$ cat src/rtl/core/wqjf_ram.sv
// Generic RAM with one write port and two registered read ports.
module wqjf_ram #(
   parameter int WIDTH = 54,
   parameter int DEPTH = 16,
   localparam int ADDR_BITS = $clog2(DEPTH)
) (
   input  logic                 clock,
   input  logic                 wr_en,
   input  logic [ADDR_BITS-1:0] wr_addr,
   input  logic [WIDTH-1:0]     wr_data,
   input  logic [ADDR_BITS-1:0] rd_addr_a,
   output logic [WIDTH-1:0]     rd_data_a,
   input  logic [ADDR_BITS-1:0] rd_addr_b,
   output logic [WIDTH-1:0]     rd_data_b
);

   logic [WIDTH-1:0] mem [DEPTH];
   logic [WIDTH-1:0] rd_data_a_ff;
   logic [WIDTH-1:0] rd_data_b_ff;

   // Reads return the contents from before a write in the same cycle.
   always_ff @(posedge clock) begin
      if (wr_en) begin
         mem[wr_addr] <= wr_data;
      end
      rd_data_a_ff <= mem[rd_addr_a];
      rd_data_b_ff <= mem[rd_addr_b];
   end

   assign rd_data_a = rd_data_a_ff;
   assign rd_data_b = rd_data_b_ff;

endmodule

$ cat config.mk
export PLATFORM = sky130hd
export DESIGN_NAME = wqjf_ram
export DESIGN_NICKNAME = d
export VERILOG_FILES = /design/src/rtl/core/wqjf_ram.sv
export SDC_FILE = /design/constraint.sdc
export NUM_CORES = 1
export LEC_CHECK = 0
export BUFFER_PORTS_ARGS = -buffer_cell sky130_fd_sc_hd__buf_2
export CORE_MARGIN = 10
export CORE_UTILIZATION = 35
export DETAILED_ROUTE_END_ITERATION = 16
export HOLD_SLACK_MARGIN = 0.12
export PLACE_DENSITY = 0.52
export SLEW_MARGIN = 30
export SYNTH_ARGS = -nofsm -noshare
export SYNTH_HDL_FRONTEND = slang
export SYNTH_SLANG_ARGS = --single-unit
export TNS_END_PERCENT = 20
$ cat constraint.sdc
create_clock -name clock -period 8.41 [get_ports clock]
set_input_delay 1.682 -clock clock [delete_from_list [all_inputs] [get_ports clock]]
set_output_delay 1.682 -clock clock [all_outputs]
set_load 0.01 [all_outputs]
* Word-level counts from Yosys, hierarchy flattened
Memory sizes are Yosys's and may differ from the RTL's. A register that Yosys moved wholly into a read port is not among the register bits. Cells that the tools add are included.
Cells by class: multiplexer cells 2
Operators by type and width (count):
- $mux 1 | 2
Word-level totals: register bits after elaboration 0, RAM bits 864, input port bits 68, output and inout bits 108, word-level logic and storage cells 3, memories kept 1
Memories:
- mem | words 16, width 54, read ports 2, clocked after memory_dff 2, write ports 1, RTL line 17 | logic [WIDTH-1:0] mem [DEPTH];

* Depth between registers and ports, before layout
depth in word-level cells 2, depth in mapped cells 6

* Worst setup path after synthesis
No wires, ideal clock.
path kind input -> register, from in wr_addr[2], to mem mem[0][0], enable pin, setup time 0.533 ns, arrival time 5.801 ns, required time 7.877 ns, slack 2.076 ns, cell stages on the path 2, path buffers 0, cell sequence or3b_1 -> nor3_1
RTL lines:
- start, declared | RTL line 9 | input logic [ADDR_BITS-1:0] wr_addr,
- end, declared | RTL line 17
No word-level cell before the write port.

* Final worst setup path
from in wr_addr[2], to mem mem[1][44], enable pin
No word-level cell before the write port.

==> impl_summary.md <==
Floorplan
The die extent in x is 361 um. The starting density of the core is between 30% and 40%. The area of the die is between 100,000 and 150,000 um2. The number of cell rows is 125. The chip height is ~360 um. The I/O pin total is 176. The core footprint is roughly 120,000 um2.

Timing
The slew of the pin with the lowest slew margin is slightly below 1 ns. The count of endpoints failing setup in the final report is 0. The final sum of negative setup slack is 0 ns. For the final database, setup skew stands at between 0.02 and 0.025 ns.

The worst slew margin relative to its limit is about a third. The hold slack is ~0.68 ns. The worst path uses around 43% of the clock period.

Setup repair after global routing left no endpoint under its margin. The worst path in the final design needs a cycle of roughly 3.6 ns, including I/O delays and setup. The final max-slew violation count is 0. The number of hold-slack violations in the final timing report came to 0. The maximum operating frequency is between 0.2 and 0.3 GHz.

Cells and area
The share of cells above drive strength 1 is 38.5%. Leaving out filler cells and counting taps, the final layout contains between 3k and 4k. After the last flow step, the layout net total stands at around 2.2k. The area growth from synthesis to layout is 15.6%.

Global route
The first global-routing pass estimated approximately 170,000 um of wire. For this run the aggregate overflow at the end of global routing stands at 0. The number of antenna violations at the first check in global routing was 18. The maximum number of pins on one net before global-route repair is 111. The via count of the first global-routing pass is between 20k and 25k. The global router's overall resource usage is approximately 18%.

Pwr
For this design the ratio of total power to cell area is ~230 nW/um2. The highest ir drop seen on vdd is roughly 0.14 mV. In this run the static leakage power is ~15 nW.

Logic synthesis
The register bit count reported by yosys is approximately 970. The number of distinct library cells after synthesis is 18. The cell accounting for the most synthesized area is edfxtp_1. After synthesis, the largest area contributor takes up between 60% and 70% of total cell area. After synthesis, flip-flops and latches occupy between 60 and 70% of the total area. Synthesis produced a netlist whose cell count is 1,901. Each instance of the synthesized netlist takes up on average 21.5 um2. The post-synthesis instance area is 40,800 um2. The synthesized net count is 1,969. The Yosys warning count is 0. In the post-synthesis netlist, the biggest area contributors are edfxtp_1, mux4_2, dfxtp_1.

Drt
The average detailed-routed wire length per instance is between 30 and 40 um. The iteration-0 DRC count of the detailed router is between 2k and 2.5k. The routed wire length is roughly 120,000 um. The average vias per placed instance is between 5 and 6. The routed layout has roughly 21k vias.

For this run, the detailed router's first-pass iteration total came to 5. The final antenna-violating net count is 0. In the routed design, unresolved DRC markers number 0.

Min path
The worst hold path begins at mem[14][45]. The class of the most critical hold timing path is reg -> reg. For hold timing, the worst endpoint is rd_data_a[45]. The worst hold path passes through 3 cells.

Clocking
The H-tree was split into 3 levels. The post-cts sizing count is 0. TritonCTS created ~110 clock buffers. The count of buffers added by post-CTS timing repair for setup is 0. The maximum count of clock buffers along a single path is 3.

The TritonCTS sink count is a little under 1k. Clock latency on the worst-skew pair, taken at its later pin, is 0.68 ns. Hold repair after CTS inserted 0 buffers. TritonCTS built the clock tree. The clock transition at the registers of the reported paths is 0.06 ns. The root buffer cell is clkbuf_16.

Worst setup path
The reg-to-reg setup timing slack is 6.96 ns. The required time at the endpoint of the critical path is around 8.7 ns. In this run the critical register-to-register path is launched from mem[3][52]. The critical path endpoint category is a flop. Of all nets on the critical path, the largest fanout is 37.

The worst setup path is of the in -> reg kind. The cell depth of the worst flop-to-flop path is 3. STA classifies the critical path startpoint as an input pin. The end of the worst register-to-register path is rd_data_a[52]. At the worst endpoint, the arrival time is 3.91 ns.

Status
The run finished with clean final reports.

Place
The HPWL reported at the end of detailed placement is slightly above 60,000 um. The weighted congestion at the end of routability-driven global placement is between 0.7 and 0.8. Counting tap cells, the placed design contains a total of between 3k and 4k instances.

The quantity of I/O buffers inserted on ports is ~180.

Run
The total of max-cap violations is 0.
-- cells by family (layout without fill, tap and decap cells) --
family	count (synthesis)	in the layout	share of synthesized area, %
muxes	432	432	23.8
other	0	2	0
and+or+nand+nor	139	139	1.37
DFF	972	972	68.9
buffers and inverters	142	421	1.94
AOI/OAI and AO/OA	216	216	3.97
-- worst max-delay path by stage --
stage / endpoint / startpoint / cells past startpoint / slack [ns]
CTS: mem[6][44] / wr_addr[3] / 4 / 4.78
finish: mem[1][44] / wr_addr[2] / 4 / 4.79
global placement: rd_data_b[32] / rd_addr_b[1] / 5 / 3.91
floorplan: mem[0][0] / wr_addr[2] / 2 / 2.08
detailed placement: mem[6][44] / wr_addr[3] / 4 / 4.06
global route: mem[6][44] / wr_addr[3] / 4 / 4.69
-- Yosys cell counts --
cell,count
a22oi_1,216
and2_1,2
buf_1,19
buf_2,34
buf_4,6
buf_6,26
clkbuf_1,57
dfxtp_1,108
edfxtp_1,864
mux4_2,432
nand2_1,109
nand2b_1,2
nand3_1,1
nand3b_1,2
nor2_1,14
nor2b_1,4
nor3_1,4
or3b_1,1
-- flip-flops by register name, indices dropped and copies added, names as in the netlist --
name       count
rd_data_a     54
mem          864
rd_data_b     54
-- report_power, final --
group	leakage, nW	switching (mW)	total [mW]	internal, mW
logic	4.75	0.475	0.822	0.347
clock network	1.75	1.91	4.75	2.84
registers	8.71	0.0677	5.47	5.41
total	15.2	2.45	11.0	8.59
-- worst max-delay path, cell delays in order --
cell    delay [ns]
buf_2         0.12
or3b_1        0.53
nor2_4        0.73
buf_4         0.78
-- layer usage --
layer | part of all wire [%] | global-route usage [%] | vias up
li1 | - | - | 8686
met1 | 43 | 24.4 | 11715
met2 | 47 | 28.0 | 836
met3 | 7.6 | 4.20 | 187
met4 | 2.1 | 4.49 | 18
met5 | 0.094 | 0 | -
-- stage by stage --
step	instance area [um2]	setup slack, ns	utilization, %	power, mW
6_report	47200	4.79	40.6	11.0
3_3_place_gp	43300	3.91	37.3	6.39
5_1_grt	47200	4.69	40.6	11.5
4_1_cts	47100	4.78	40.6	11.2
3_5_place_dp	43500	4.06	37.5	6.41
2_1_floorplan	40800	2.08	-	6.05
-- layout by cell type, fill, tap and decap left out, types with 2 or more instances in the layout --
master      synthesis  routed
clkinv_2            0      17
bufinv_16           0      11
clkinvlp_4          0       6
and2_4              0       2
clkinv_8            0       3
clkbuf_8            0      12
edfxtp_1          864     864
buf_8               0       4
buf_4               6      32
nand2b_1            2       2
clkbuf_1           57      26
diode_2             0       2
nor3_2              0       4
mux4_2            432     432
buf_16              0       7
nand2_1           109     109
buf_2              34     171
buf_6              26       3
nor2_4              0      14
buf_12              0       5
inv_6               0       2
clkbuf_16           0     110
clkinv_1            0      11
dfxtp_1           108     108
nand3b_1            2       2
a22oi_1           216     216
nor2b_4             0       4
-- final cells by class --
| cell class | count | area (um2) |
|---|---|---|
| multi-input cells | 787 | 12100 |
| fillers | 10247 | 68900 |
| clock inverters | 51 | 577 |
| repair buffers | 222 | 1480 |
| well taps | 1524 | 1910 |
| clock buffers | 148 | 3020 |
| diodes | 2 | 5.00 |
| flip-flops and latches | 972 | 28100 |
Power figures use the tool's default switching activity.
